### config.mk
export PLATFORM = sky130hd
export DESIGN_NAME = midi_parser_voice_allocator
export DESIGN_NICKNAME = d
export VERILOG_FILES = /design/src/hdl/mpva_pkg.sv /design/src/hdl/midi_parser_voice_allocator.sv /design/src/hdl/mpva_ram.sv /design/src/hdl/mpva_parser.sv /design/src/hdl/mpva_voice_engine.sv
export SDC_FILE = /design/constraint.sdc
export NUM_CORES = 1
export LEC_CHECK = 0
export ABC_CLOCK_PERIOD_IN_PS = 5550
export BUFFER_PORTS_ARGS = -buffer_cell sky130_fd_sc_hd__buf_4
export CORE_MARGIN = 5
export CORE_UTILIZATION = 27
export DETAILED_ROUTE_END_ITERATION = 12
export GPL_TIMING_DRIVEN = 0
export PLACE_DENSITY = 0.45
export SYNTH_ARGS = -nofsm -noshare
export SYNTH_HDL_FRONTEND = slang
export SYNTH_SLANG_ARGS = --single-unit
### constraint.sdc
create_clock -name clock -period 5.55 [get_ports clock]
set_clock_uncertainty 0.05 [all_clocks]
set_input_delay 1.11 -clock clock [delete_from_list [all_inputs] [get_ports clock]]
set_output_delay 1.11 -clock clock [all_outputs]
set_load 0.005 [all_outputs]
### src/hdl/mpva_pkg.sv
// Shared types, codes and helpers for the MIDI parser / voice allocator.
// No dependencies; imported by every module of the block except mpva_ram.
package mpva_pkg;

   localparam int VOICES_DEFAULT = 8;
   localparam int SLOT_W         = 6;
   localparam int DATA_W         = 7;
   localparam int BEND_W         = 14;
   localparam int CSR_ADDR_W     = 3;
   localparam int CSR_DATA_W     = 32;
   localparam int CHAN_W         = 4;

   // event / message kinds, as reported on event_type
   typedef enum logic [2:0] {
      K_NONE     = 3'd0,
      K_NOTE_ON  = 3'd1,
      K_NOTE_OFF = 3'd2,
      K_BEND     = 3'd3,
      K_CC       = 3'd4,
      K_PROG     = 3'd5
   } kind_type;

   // status byte upper nibbles
   localparam logic [3:0] ST_NOTE_OFF = 4'h8;
   localparam logic [3:0] ST_NOTE_ON  = 4'h9;
   localparam logic [3:0] ST_CC       = 4'hB;
   localparam logic [3:0] ST_PROG     = 4'hC;
   localparam logic [3:0] ST_BEND     = 4'hE;
   localparam logic [3:0] ST_SYSTEM   = 4'hF;

   // register indexes
   localparam logic [0:0] REG_LISTEN_CHANNEL = 1'b0;

   // completed-message view handed from the parser
   typedef struct packed {
      logic                done;
      kind_type            kind;
      logic [CHAN_W-1:0]   channel;
      logic [DATA_W-1:0]   first;
      logic [DATA_W-1:0]   second;
   } msg_type;

   // one voice table entry
   typedef struct packed {
      logic              on;
      logic [DATA_W-1:0] note;
      logic [DATA_W-1:0] velocity;
   } voice_entry_type;

   localparam int ENTRY_W = $bits(voice_entry_type);

   // voice engine result
   typedef struct packed {
      logic              valid;
      logic              hit;
      logic [SLOT_W-1:0] slot;
   } voice_res_type;

   function automatic kind_type decode_status(input logic [3:0] hi);
      kind_type k;
      k = K_NONE;
      unique case (hi)
         ST_NOTE_ON:  k = K_NOTE_ON;
         ST_NOTE_OFF: k = K_NOTE_OFF;
         ST_BEND:     k = K_BEND;
         ST_CC:       k = K_CC;
         ST_PROG:     k = K_PROG;
         default:     k = K_NONE;
      endcase
      return k;
   endfunction

   function automatic logic two_data(input kind_type k);
      return (k == K_NOTE_ON) || (k == K_NOTE_OFF) || (k == K_BEND) || (k == K_CC);
   endfunction

endpackage

### src/hdl/midi_parser_voice_allocator.sv
// MIDI byte parser with running status and a voice allocator over a RAM table.
// Depends on mpva_pkg, mpva_parser, mpva_voice_engine (and through it mpva_ram).
//
// One MIDI byte is taken per req transfer and exactly one result comes back per
// byte on the rsp channel. Channel messages (note on/off, pitch bend, control
// change, program change) are parsed with running status; system bytes are
// ignored. Messages completed on the channel in the listen_channel register
// (byte address 0) are reported; note on claims the lowest free voice, note
// off releases the lowest active voice holding that note. Timing: a byte that
// does not complete a note on/off on the listen channel is answered in the
// cycle after its transfer, so such bytes can stream at one per cycle while the
// output register is drained. A note on/off scans the voice table held in a
// single-port-read RAM, one entry per cycle, and its result is posted to the
// output register once the scan stops and the register is free. The next byte
// is accepted once the previous result has been posted to the output register
// and that register is empty or being drained. Voice table state starts
// cleared after reset without any clearing pass: per-entry valid flags mark
// entries that were never written as free.
module midi_parser_voice_allocator
   import mpva_pkg::*;
#(
   parameter int VOICES = VOICES_DEFAULT
) (
   input  logic                  clock,
   input  logic                  reset,
   // byte input
   input  logic                  req_valid,
   output logic                  req_ready,
   input  logic [7:0]            req_midi_byte,
   // result output
   output logic                  rsp_valid,
   input  logic                  rsp_ready,
   output logic                  rsp_event_fired,
   output logic [2:0]            rsp_event_type,
   output logic [DATA_W-1:0]     rsp_first_data,
   output logic [DATA_W-1:0]     rsp_second_data,
   output logic                  rsp_voice_hit,
   output logic [SLOT_W-1:0]     rsp_voice_slot,
   output logic [BEND_W-1:0]     rsp_bend_value,
   // register port
   input  logic                  csr_psel,
   input  logic                  csr_penable,
   input  logic                  csr_pwrite,
   input  logic [CSR_ADDR_W-1:0] csr_paddr,
   input  logic [CSR_DATA_W-1:0] csr_pwdata,
   output logic [CSR_DATA_W-1:0] csr_prdata,
   output logic                  csr_pready
);

   typedef enum logic {
      T_IDLE  = 1'b0,
      T_VOICE = 1'b1
   } top_state_type;

   top_state_type      state_ff;
   logic [CHAN_W-1:0]  listen_ff;
   logic [BEND_W-1:0]  bend_ff, bend_in;

   // event held while the voice scan runs
   kind_type           pend_kind_ff;
   logic [DATA_W-1:0]  pend_first_ff;
   logic [DATA_W-1:0]  pend_second_ff;

   // output register
   logic               rsp_valid_ff, rsp_valid_in;
   logic               rsp_fired_ff;
   kind_type           rsp_type_ff;
   logic [DATA_W-1:0]  rsp_first_ff;
   logic [DATA_W-1:0]  rsp_second_ff;
   logic               rsp_hit_ff;
   logic [SLOT_W-1:0]  rsp_slot_ff;
   logic [BEND_W-1:0]  rsp_bend_ff;

   msg_type            msg;
   voice_res_type      vres;
   logic               accept;
   logic               slot_free;
   logic               fire;
   logic               voice_op;
   logic               start;
   logic               post_voice;
   logic               csr_wr;

   // output slot can take a new result this cycle
   assign slot_free = !rsp_valid_ff || rsp_ready;
   assign req_ready = (state_ff == T_IDLE) && slot_free;
   assign accept    = req_valid && req_ready;

   mpva_parser u_parser (
      .clock     (clock),
      .reset     (reset),
      .accept    (accept),
      .midi_byte (req_midi_byte),
      .msg       (msg)
   );

   assign fire     = msg.done && (msg.channel == listen_ff);
   assign voice_op = (msg.kind == K_NOTE_ON) || (msg.kind == K_NOTE_OFF);
   assign start    = accept && fire && voice_op;

   mpva_voice_engine #(
      .VOICES (VOICES)
   ) u_voice_engine (
      .clock    (clock),
      .reset    (reset),
      .start    (start),
      .op       (msg.kind),
      .key      (msg.first),
      .velocity (msg.second),
      .ack      (slot_free),
      .result   (vres)
   );

   // scan result moves into the output register
   assign post_voice = (state_ff == T_VOICE) && vres.valid && slot_free;

   // drained unless refilled by a byte result or a scan result
   assign rsp_valid_in = (rsp_valid_ff && !rsp_ready) || (accept && !start) || post_voice;

   // pitch bend: msb in the second data byte
   assign bend_in = (fire && msg.kind == K_BEND) ? {msg.second, msg.first} : bend_ff;

   // register write at the access phase
   assign csr_wr     = csr_psel && csr_penable && csr_pwrite && csr_pready;
   assign csr_pready = 1'b1;
   assign csr_prdata = (csr_paddr[2] == REG_LISTEN_CHANNEL)
                       ? CSR_DATA_W'(listen_ff) : '0;

   always_ff @(posedge clock) begin
      if (reset) begin
         state_ff     <= T_IDLE;
         listen_ff    <= '0;
         bend_ff      <= '0;
         rsp_valid_ff <= 1'b0;
      end else begin
         rsp_valid_ff <= rsp_valid_in;
         if (csr_wr && csr_paddr[2] == REG_LISTEN_CHANNEL) begin
            listen_ff <= csr_pwdata[CHAN_W-1:0];
         end
         unique case (state_ff)
            T_IDLE: begin
               if (accept) begin
                  bend_ff <= bend_in;
                  if (start) begin
                     state_ff <= T_VOICE;
                  end
               end
            end
            T_VOICE: begin
               if (post_voice) begin
                  state_ff <= T_IDLE;
               end
            end
            default: state_ff <= T_IDLE;
         endcase

         // payload registers
         if (start) begin
            pend_kind_ff   <= msg.kind;
            pend_first_ff  <= msg.first;
            pend_second_ff <= msg.second;
         end
         if (accept && !start) begin
            rsp_fired_ff  <= fire;
            rsp_type_ff   <= fire ? msg.kind : K_NONE;
            rsp_first_ff  <= fire ? msg.first : '0;
            rsp_second_ff <= fire ? msg.second : '0;
            rsp_hit_ff    <= 1'b0;
            rsp_slot_ff   <= '0;
            rsp_bend_ff   <= bend_in;
         end else if (post_voice) begin
            rsp_fired_ff  <= 1'b1;
            rsp_type_ff   <= pend_kind_ff;
            rsp_first_ff  <= pend_first_ff;
            rsp_second_ff <= pend_second_ff;
            rsp_hit_ff    <= vres.hit;
            rsp_slot_ff   <= vres.slot;
            rsp_bend_ff   <= bend_ff;
         end
      end
   end

   assign rsp_valid       = rsp_valid_ff;
   assign rsp_event_fired = rsp_fired_ff;
   assign rsp_event_type  = rsp_type_ff;
   assign rsp_first_data  = rsp_first_ff;
   assign rsp_second_data = rsp_second_ff;
   assign rsp_voice_hit   = rsp_hit_ff;
   assign rsp_voice_slot  = rsp_slot_ff;
   assign rsp_bend_value  = rsp_bend_ff;

endmodule

### src/hdl/mpva_ram.sv
// Generic single-port-write, single-port-read RAM with registered read data.
// No dependencies.
module mpva_ram #(
   parameter int WIDTH = 8,
   parameter int DEPTH = 8
) (
   input  logic                                 clock,
   input  logic                                 wr_en,
   input  logic [(DEPTH > 1 ? $clog2(DEPTH) : 1)-1:0] wr_addr,
   input  logic [WIDTH-1:0]                     wr_data,
   input  logic                                 rd_en,
   input  logic [(DEPTH > 1 ? $clog2(DEPTH) : 1)-1:0] rd_addr,
   output logic [WIDTH-1:0]                     rd_data
);

   logic [WIDTH-1:0] mem_ff [DEPTH];
   logic [WIDTH-1:0] rd_data_ff;

   always_ff @(posedge clock) begin
      if (wr_en) begin
         mem_ff[wr_addr] <= wr_data;
      end
      if (rd_en) begin
         rd_data_ff <= mem_ff[rd_addr];
      end
   end

   assign rd_data = rd_data_ff;

endmodule

### src/hdl/mpva_parser.sv
// MIDI channel-message parser with running status.
// Depends on mpva_pkg.
module mpva_parser
   import mpva_pkg::*;
(
   input  logic        clock,
   input  logic        reset,
   input  logic        accept,
   input  logic [7:0]  midi_byte,
   output msg_type     msg
);

   typedef enum logic [1:0] {
      PH_IDLE  = 2'd0,
      PH_WAIT1 = 2'd1,
      PH_WAIT2 = 2'd2,
      PH_DONE  = 2'd3
   } phase_type;

   phase_type            phase_ff, phase_in;
   kind_type             kind_ff, kind_in, status_kind;
   logic [CHAN_W-1:0]    chan_ff, chan_in;
   logic [DATA_W-1:0]    first_ff, first_in;
   logic [DATA_W-1:0]    second_ff, second_in;
   logic                 done;

   assign status_kind = decode_status(midi_byte[7:4]);

   always_comb begin
      phase_in  = phase_ff;
      kind_in   = kind_ff;
      chan_in   = chan_ff;
      first_in  = first_ff;
      second_in = second_ff;
      done      = 1'b0;
      if (midi_byte[7]) begin
         // system bytes leave everything alone
         if (midi_byte[7:4] != ST_SYSTEM) begin
            kind_in = status_kind;
            if (status_kind != K_NONE) begin
               chan_in  = midi_byte[3:0];
               phase_in = PH_WAIT1;
            end else begin
               phase_in = PH_IDLE;
            end
         end
      end else if (phase_ff == PH_WAIT1 || phase_ff == PH_DONE) begin
         first_in = midi_byte[DATA_W-1:0];
         if (two_data(kind_ff)) begin
            phase_in = PH_WAIT2;
         end else if (kind_ff == K_PROG) begin
            second_in = '0;
            phase_in  = PH_DONE;
            done      = 1'b1;
         end else begin
            phase_in = PH_IDLE;
         end
      end else if (phase_ff == PH_WAIT2) begin
         second_in = midi_byte[DATA_W-1:0];
         phase_in  = PH_DONE;
         done      = 1'b1;
      end
   end

   always_ff @(posedge clock) begin
      if (reset) begin
         phase_ff  <= PH_IDLE;
         kind_ff   <= K_NONE;
         chan_ff   <= '0;
         first_ff  <= '0;
         second_ff <= '0;
      end else if (accept) begin
         phase_ff  <= phase_in;
         kind_ff   <= kind_in;
         chan_ff   <= chan_in;
         first_ff  <= first_in;
         second_ff <= second_in;
      end
   end

   assign msg.done    = done;
   assign msg.kind    = kind_ff;
   assign msg.channel = chan_ff;
   assign msg.first   = first_in;
   assign msg.second  = second_in;

endmodule

### src/hdl/mpva_voice_engine.sv
// Voice table search and update: scans a RAM-held table one entry per cycle.
// Depends on mpva_pkg and mpva_ram.
module mpva_voice_engine
   import mpva_pkg::*;
#(
   parameter int VOICES = VOICES_DEFAULT
) (
   input  logic              clock,
   input  logic              reset,
   input  logic              start,
   input  kind_type          op,
   input  logic [DATA_W-1:0] key,
   input  logic [DATA_W-1:0] velocity,
   input  logic              ack,
   output voice_res_type     result
);

   localparam int IDX_W = (VOICES > 1) ? $clog2(VOICES) : 1;

   typedef enum logic [1:0] {
      E_IDLE = 2'd0,
      E_SCAN = 2'd1,
      E_DONE = 2'd2
   } eng_state_type;

   eng_state_type     state_ff;
   logic [IDX_W-1:0]  chk_ff;
   logic              hit_ff;
   logic [IDX_W-1:0]  slot_ff;
   kind_type          op_ff;
   logic [DATA_W-1:0] key_ff;
   logic [DATA_W-1:0] vel_ff;
   logic [VOICES-1:0] valid_ff;

   logic              rd_en;
   logic [IDX_W-1:0]  rd_addr;
   logic [ENTRY_W-1:0] rd_raw;
   voice_entry_type   entry;
   logic              entry_on;
   logic              match;
   logic              last;
   logic              wr_en;
   voice_entry_type   wr_entry;

   // entries never written read as off
   assign entry    = voice_entry_type'(rd_raw);
   assign entry_on = valid_ff[chk_ff] & entry.on;
   assign match    = (op_ff == K_NOTE_ON) ? !entry_on : (entry_on && entry.note == key_ff);
   assign last     = (chk_ff == IDX_W'(VOICES - 1));

   assign rd_en   = start || (state_ff == E_SCAN);
   assign rd_addr = start ? '0 : IDX_W'(chk_ff + 1'b1);

   assign wr_en             = (state_ff == E_SCAN) && match;
   assign wr_entry.on       = (op_ff == K_NOTE_ON);
   assign wr_entry.note     = (op_ff == K_NOTE_ON) ? key_ff : entry.note;
   assign wr_entry.velocity = vel_ff;

   mpva_ram #(
      .WIDTH (ENTRY_W),
      .DEPTH (VOICES)
   ) u_voice_ram (
      .clock   (clock),
      .wr_en   (wr_en),
      .wr_addr (chk_ff),
      .wr_data (wr_entry),
      .rd_en   (rd_en),
      .rd_addr (rd_addr),
      .rd_data (rd_raw)
   );

   always_ff @(posedge clock) begin
      if (reset) begin
         state_ff <= E_IDLE;
         valid_ff <= '0;
         chk_ff   <= '0;
         hit_ff   <= 1'b0;
         slot_ff  <= '0;
      end else begin
         unique case (state_ff)
            E_IDLE: begin
               if (start) begin
                  state_ff <= E_SCAN;
                  chk_ff   <= '0;
               end
            end
            E_SCAN: begin
               if (match) begin
                  valid_ff[chk_ff] <= 1'b1;
                  hit_ff           <= 1'b1;
                  slot_ff          <= chk_ff;
                  state_ff         <= E_DONE;
               end else if (last) begin
                  hit_ff   <= 1'b0;
                  slot_ff  <= '0;
                  state_ff <= E_DONE;
               end else begin
                  chk_ff <= IDX_W'(chk_ff + 1'b1);
               end
            end
            E_DONE: begin
               if (ack) begin
                  state_ff <= E_IDLE;
               end
            end
            default: state_ff <= E_IDLE;
         endcase
      end
   end

   // operands held for the scan
   always_ff @(posedge clock) begin
      if (start) begin
         op_ff  <= op;
         key_ff <= key;
         vel_ff <= velocity;
      end
   end

   assign result.valid = (state_ff == E_DONE);
   assign result.hit   = hit_ff;
   assign result.slot  = SLOT_W'(slot_ff);

endmodule

==> results <==
- The fraction of registers with async set/reset is 0%.
- Of the total power, registers draw 52.4%.
- The fraction of the cycle the final worst path needs is 62.3%.
- The share of total power consumed by net switching is 22.0%.
- Post-CTS repair changed the size of 0 cells.
- The share of synthesized area in the top cell type comes to 49.6%.
- In this run the deepest clock path goes through 2 buffers.
- In this run the count of I/O pins placed on the die edge is 124.
- The via count of the first global-routing pass came to 4,942.
- The number of antenna violations at the first check in global routing came to 0.
- The pin slew with the least headroom to its limit is 1.18 ns.
- The critical path class is flip-flop to flip-flop.
- The run finished with clean final reports.
- The die is 184 um tall.
- The total overflow left after global routing is 0.
- For this run, design rule violations remaining after detail routing come to 0.
- TritonCTS built the clock tree.
- The cell type with the highest occurrence count on the critical path is clkbuf_1.
- The met3 demand-to-capacity share in global routing is 3.21%.
- The startpoint kind of the worst setup timing path is a flip-flop.
- The final-report max-slew violation count is 0.
- Compared with the post-synthesis result, the final layout area differs by 21.2%.
- The clock power share is 42.5%.
- The final number of hold-violating endpoints was 0.
- The global-route met2 utilization is 18.3%.
- The clock transition at the registers of the reported paths is 0.07 ns.
- For the worst setup path, the data required time is 5.54 ns.
- Among all stages on the critical path, the largest delay is contributed by nor3_1.
- The combinational share of power is 5.1%.
- The total vias in the final route is 4,938.
- For this design the total switching power over the nets is 662 uW.
- The post-CTS repair timing setup buffer count is 0.
- The internal power contribution is 2.35 mW.
- The global-route met1 utilization is 15.3%.
- The total global-route track usage is 11.3%.
- Walking the worst path, the cells encountered are buf_2, clkbuf_1, clkbuf_1, nand2_1, nor3_1.
- The die covers 33,900 um2.
- In this run the worst hold path is classified as flip-flop to flip-flop.
- The worst path meets setup with 2.09 ns of slack.
- The average via count per standard cell is 4.37.
- In this run the standard cell core region covers 29,800 um2.
- The most used flip-flop cell after synthesis is edfxtp_1.
- CTS placed an instance of clkbuf_16 at the clock tree root.
- The number of buffers inserted by hold repair at cts is 0.
- Summed over all layers, the routed wires come to 19.0 mm.
- The worst pin sits at a relative slew slack of 20.9%.
- The max capacitance violation total is 0.
- After synthesis, the mean cell area works out to 13.3 um2.
- The total clock buffers created by CTS is 17.
- The H-tree depth is 4.
- The final critical delay including setup and external delays is 3.46 ns.
- The clock sink count is 195.
- The count of nets left with antenna violations once routing finished came out at 0.
- The worst stage delay on the critical path is 0.97 ns.
- The leakage power is 3.64 nW.
- The number of placement rows is 63.
- The congestion estimate from routability-driven global placement came to 0.745.
- The worst IR drop on VDD is 176 uV.
- 0 antenna diodes ended up in the layout.
- Fill cells in the final layout number 2,991.
- In this run the tool buffered the top-level ports with 58 buffer cells.
- The clock latency at the later pin of the worst-skew pair is 0.42 ns.
- The share of cells above drive strength 1 is 24.6%.
- The global-route wire length before repair is 29.5 mm.
- For the final routed database, the setup TNS stands at 0 ns.
- The layer flagged by global routing as most heavily used is met2.
- Setup repair after global routing left no endpoint under its margin.
- The largest net degree at the start of global routing is 27.
- The die span in x is 184 um.
- The share of synthesized area occupied by flip-flops and latches is 64.3%.
- Dividing the detail-routed wire length by the instance count gives 16.8 um.
- The maximum clock rate is 0.289 GHz.
- After synthesis, the netlist uses 52 different library cells.
- The power per unit of standard cell area is 304 nW/um2.
- The total half-perimeter wirelength after legalization and detailed placement is 13.4 mm.
- The largest area contributor in the netlist is edfxtp_1.
- The effective utilization at floorplan is 27.4%.
- The post-synthesis register bit count is 195.
- OpenSTA, run right after detailed placement, puts the worst setup slack at 1.79 ns.
- Along the worst path, the maximum fanout reaches 10.
- STA puts the critical path data arrival time at 3.45 ns.
- Before antenna repair, the detailed router went through 7 iterations.
- The Yosys step of the flow raised 0 warnings.
- The type of destination of the critical path is a flip-flop.
- The number of DRC violations after detailed-routing iteration 0 is 303.
- The summed instance area of the synthesized netlist is 8180 um2.
- The number of instances in the synthesized netlist is 616.
- The number of enable flip-flop cells after synthesis is 135.
- The final-stage net count is 780.
- Sorting the synthesized cells by area gives the leading types as edfxtp_1 (50%), dfxtp_1 (15%), mux2i_1 (4.7%).
- Hold timing on the final database bottoms out at a slack of 0.407 ns.
- Setup violations remaining at the end of the flow were counted as 0.
[cells in the mapped netlist (2+ instances only)]
library cell  number
and2_1             7
o41ai_2            3
buf_4             33
mux2_2            23
nand4_1            3
or2_2              2
a31oi_1            3
edfxtp_1         135
conb_1             2
o2bb2ai_1          8
or3_1              2
inv_1             21
nand4b_1           2
mux4_2            10
clkbuf_1          25
nand3_1            4
nor3b_1            5
nor2b_1           22
xor2_1             4
xnor2_1            8
a22oi_1            8
buf_2              8
nor3_1             8
a21o_1             4
dfxtp_1           60
a21oi_1           11
nand2b_1          18
a211oi_1          14
o21ai_0           29
a32oi_1            3
mux2i_1           38
o32ai_1            3
nand2_1           38
nor2_1            32
or4_1              2
ha_1               2
[power groups by stage]
stage               logic (mW)  registers, mW  clock network [mW]
floorplan               0.0912           1.61                   0
global route             0.171           1.58                1.38
CTS                      0.156           1.58                1.32
detailed placement       0.155           1.61                   0
global placement         0.151           1.61                   0
finish                   0.153           1.58                1.28
[layout make-up]
| class | count | area, um2 | area share (%) |
|---|---|---|---|
| flip-flops and latches | 195 | 5260 | 53.0 |
| multi-input cells | 362 | 2600 | 26.2 |
| repair buffers | 63 | 490 | 4.95 |
| well taps | 390 | 488 | 4.92 |
| clock buffers | 18 | 429 | 4.33 |
| plain buffers | 68 | 390 | 3.94 |
| clock inverters | 14 | 176 | 1.78 |
| inverters | 21 | 78.8 | 0.795 |
[flip-flops by register name (all words and copies together) (netlist names), 3 cells and up]
name                                flops
pend_second_ff                          7
rsp_second_data                         7
u_parser.chan_ff                        4
u_voice_engine.valid_ff                 8
u_parser.second_ff                      7
listen_ff                               4
u_voice_engine.u_voice_ram.mem_ff      64
rsp_event_type                          3
bend_ff                                14
u_voice_engine.key_ff                   7
u_parser.kind_ff                        3
pend_first_ff                           7
u_voice_engine.op_ff                    3
rsp_voice_slot                          3
u_voice_engine.u_voice_ram.rd_data      8
u_voice_engine.chk_ff                   3
u_voice_engine.slot_ff                  3
rsp_bend_value                         14
u_parser.first_ff                       7
rsp_first_data                          7
pend_kind_ff                            3
[path summary, 6_finish.rpt]
| path | start | endpoint | slack [ns] | cells past startpoint |
|---|---|---|---|---|
| min reg2reg | u_voice_engine.valid_ff[5] | u_voice_engine.valid_ff[5] | 0.41 | 2 |
| max | u_voice_engine.chk_ff[0] | u_voice_engine.u_voice_ram.mem_ff[3][10] | 2.09 | 5 |
| max reg2reg | u_voice_engine.chk_ff[0] | u_voice_engine.u_voice_ram.mem_ff[3][10] | 2.09 | 5 |
| min | u_voice_engine.valid_ff[5] | u_voice_engine.valid_ff[5] | 0.41 | 2 |
[metrics by stage]
| step | power [mW] | area, um2 | utilization (%) | cells |
|---|---|---|---|---|
| finish | 3.01 | 9910 | 33.3 | 1131 |
| global route | 3.13 | 9910 | 33.3 | 1131 |
| CTS | 3.05 | 9910 | 33.3 | 1131 |
| detailed placement | 1.77 | 9300 | 31.2 | 1099 |
| global placement | 1.76 | 9210 | 30.9 | 1094 |
| floorplan | 1.70 | 8290 | - | 646 |
[layout by cell type (no fill, tap or decap), drive strengths merged, types with 4 or more instances in the layout]
cell type / synthesis / layout
edfxtp: 135 / 135
buf: 42 / 105
dfxtp: 60 / 60
clkbuf: 26 / 44
mux2i: 38 / 38
nand2: 38 / 38
nor2: 32 / 32
conb: 2 / 32
o21ai: 29 / 29
inv: 21 / 27
mux2: 23 / 23
nor2b: 22 / 22
nand2b: 18 / 18
a211oi: 14 / 14
a21oi: 11 / 11
mux4: 10 / 10
a22oi: 8 / 8
xnor2: 8 / 8
o2bb2ai: 8 / 8
nor3: 8 / 8
and2: 7 / 7
nor3b: 5 / 5
a21o: 4 / 4
xor2: 4 / 4
nand3: 4 / 4
o41ai: 4 / 4
[cells by family (layout without fill, tap and decap cells)]
| group | count (synthesis) | after routing | synth area share, % |
|---|---|---|---|
| flip-flops | 195 | 195 | 64.3 |
| AND/OR/NAND/NOR | 150 | 150 | 9.63 |
| adder cells (fa/ha/maj) | 2 | 2 | 0.306 |
| XOR/XNOR | 12 | 12 | 1.29 |
| other | 2 | 32 | 0.0918 |
| AO/OA/AOI/OAI | 95 | 95 | 8.11 |
| multiplexers | 71 | 71 | 10.6 |
| buffers and inverters | 89 | 184 | 5.74 |
[layer usage]
layer	vias up	wire length, um	part of all wire [%]
met3	8	839	4.4
met2	121	9100	48
met5	-	0	0
li1	2412	-	-
met4	0	115	0.61
met1	2397	8910	47
[critical path: cells and delay by family, from the launching register on]
family	cells	cell delay, ns
buf+inv	3	1.33
simple gates	2	1.24
flops	1	0.44
Note: power is estimated with default switching activity, not from simulation.
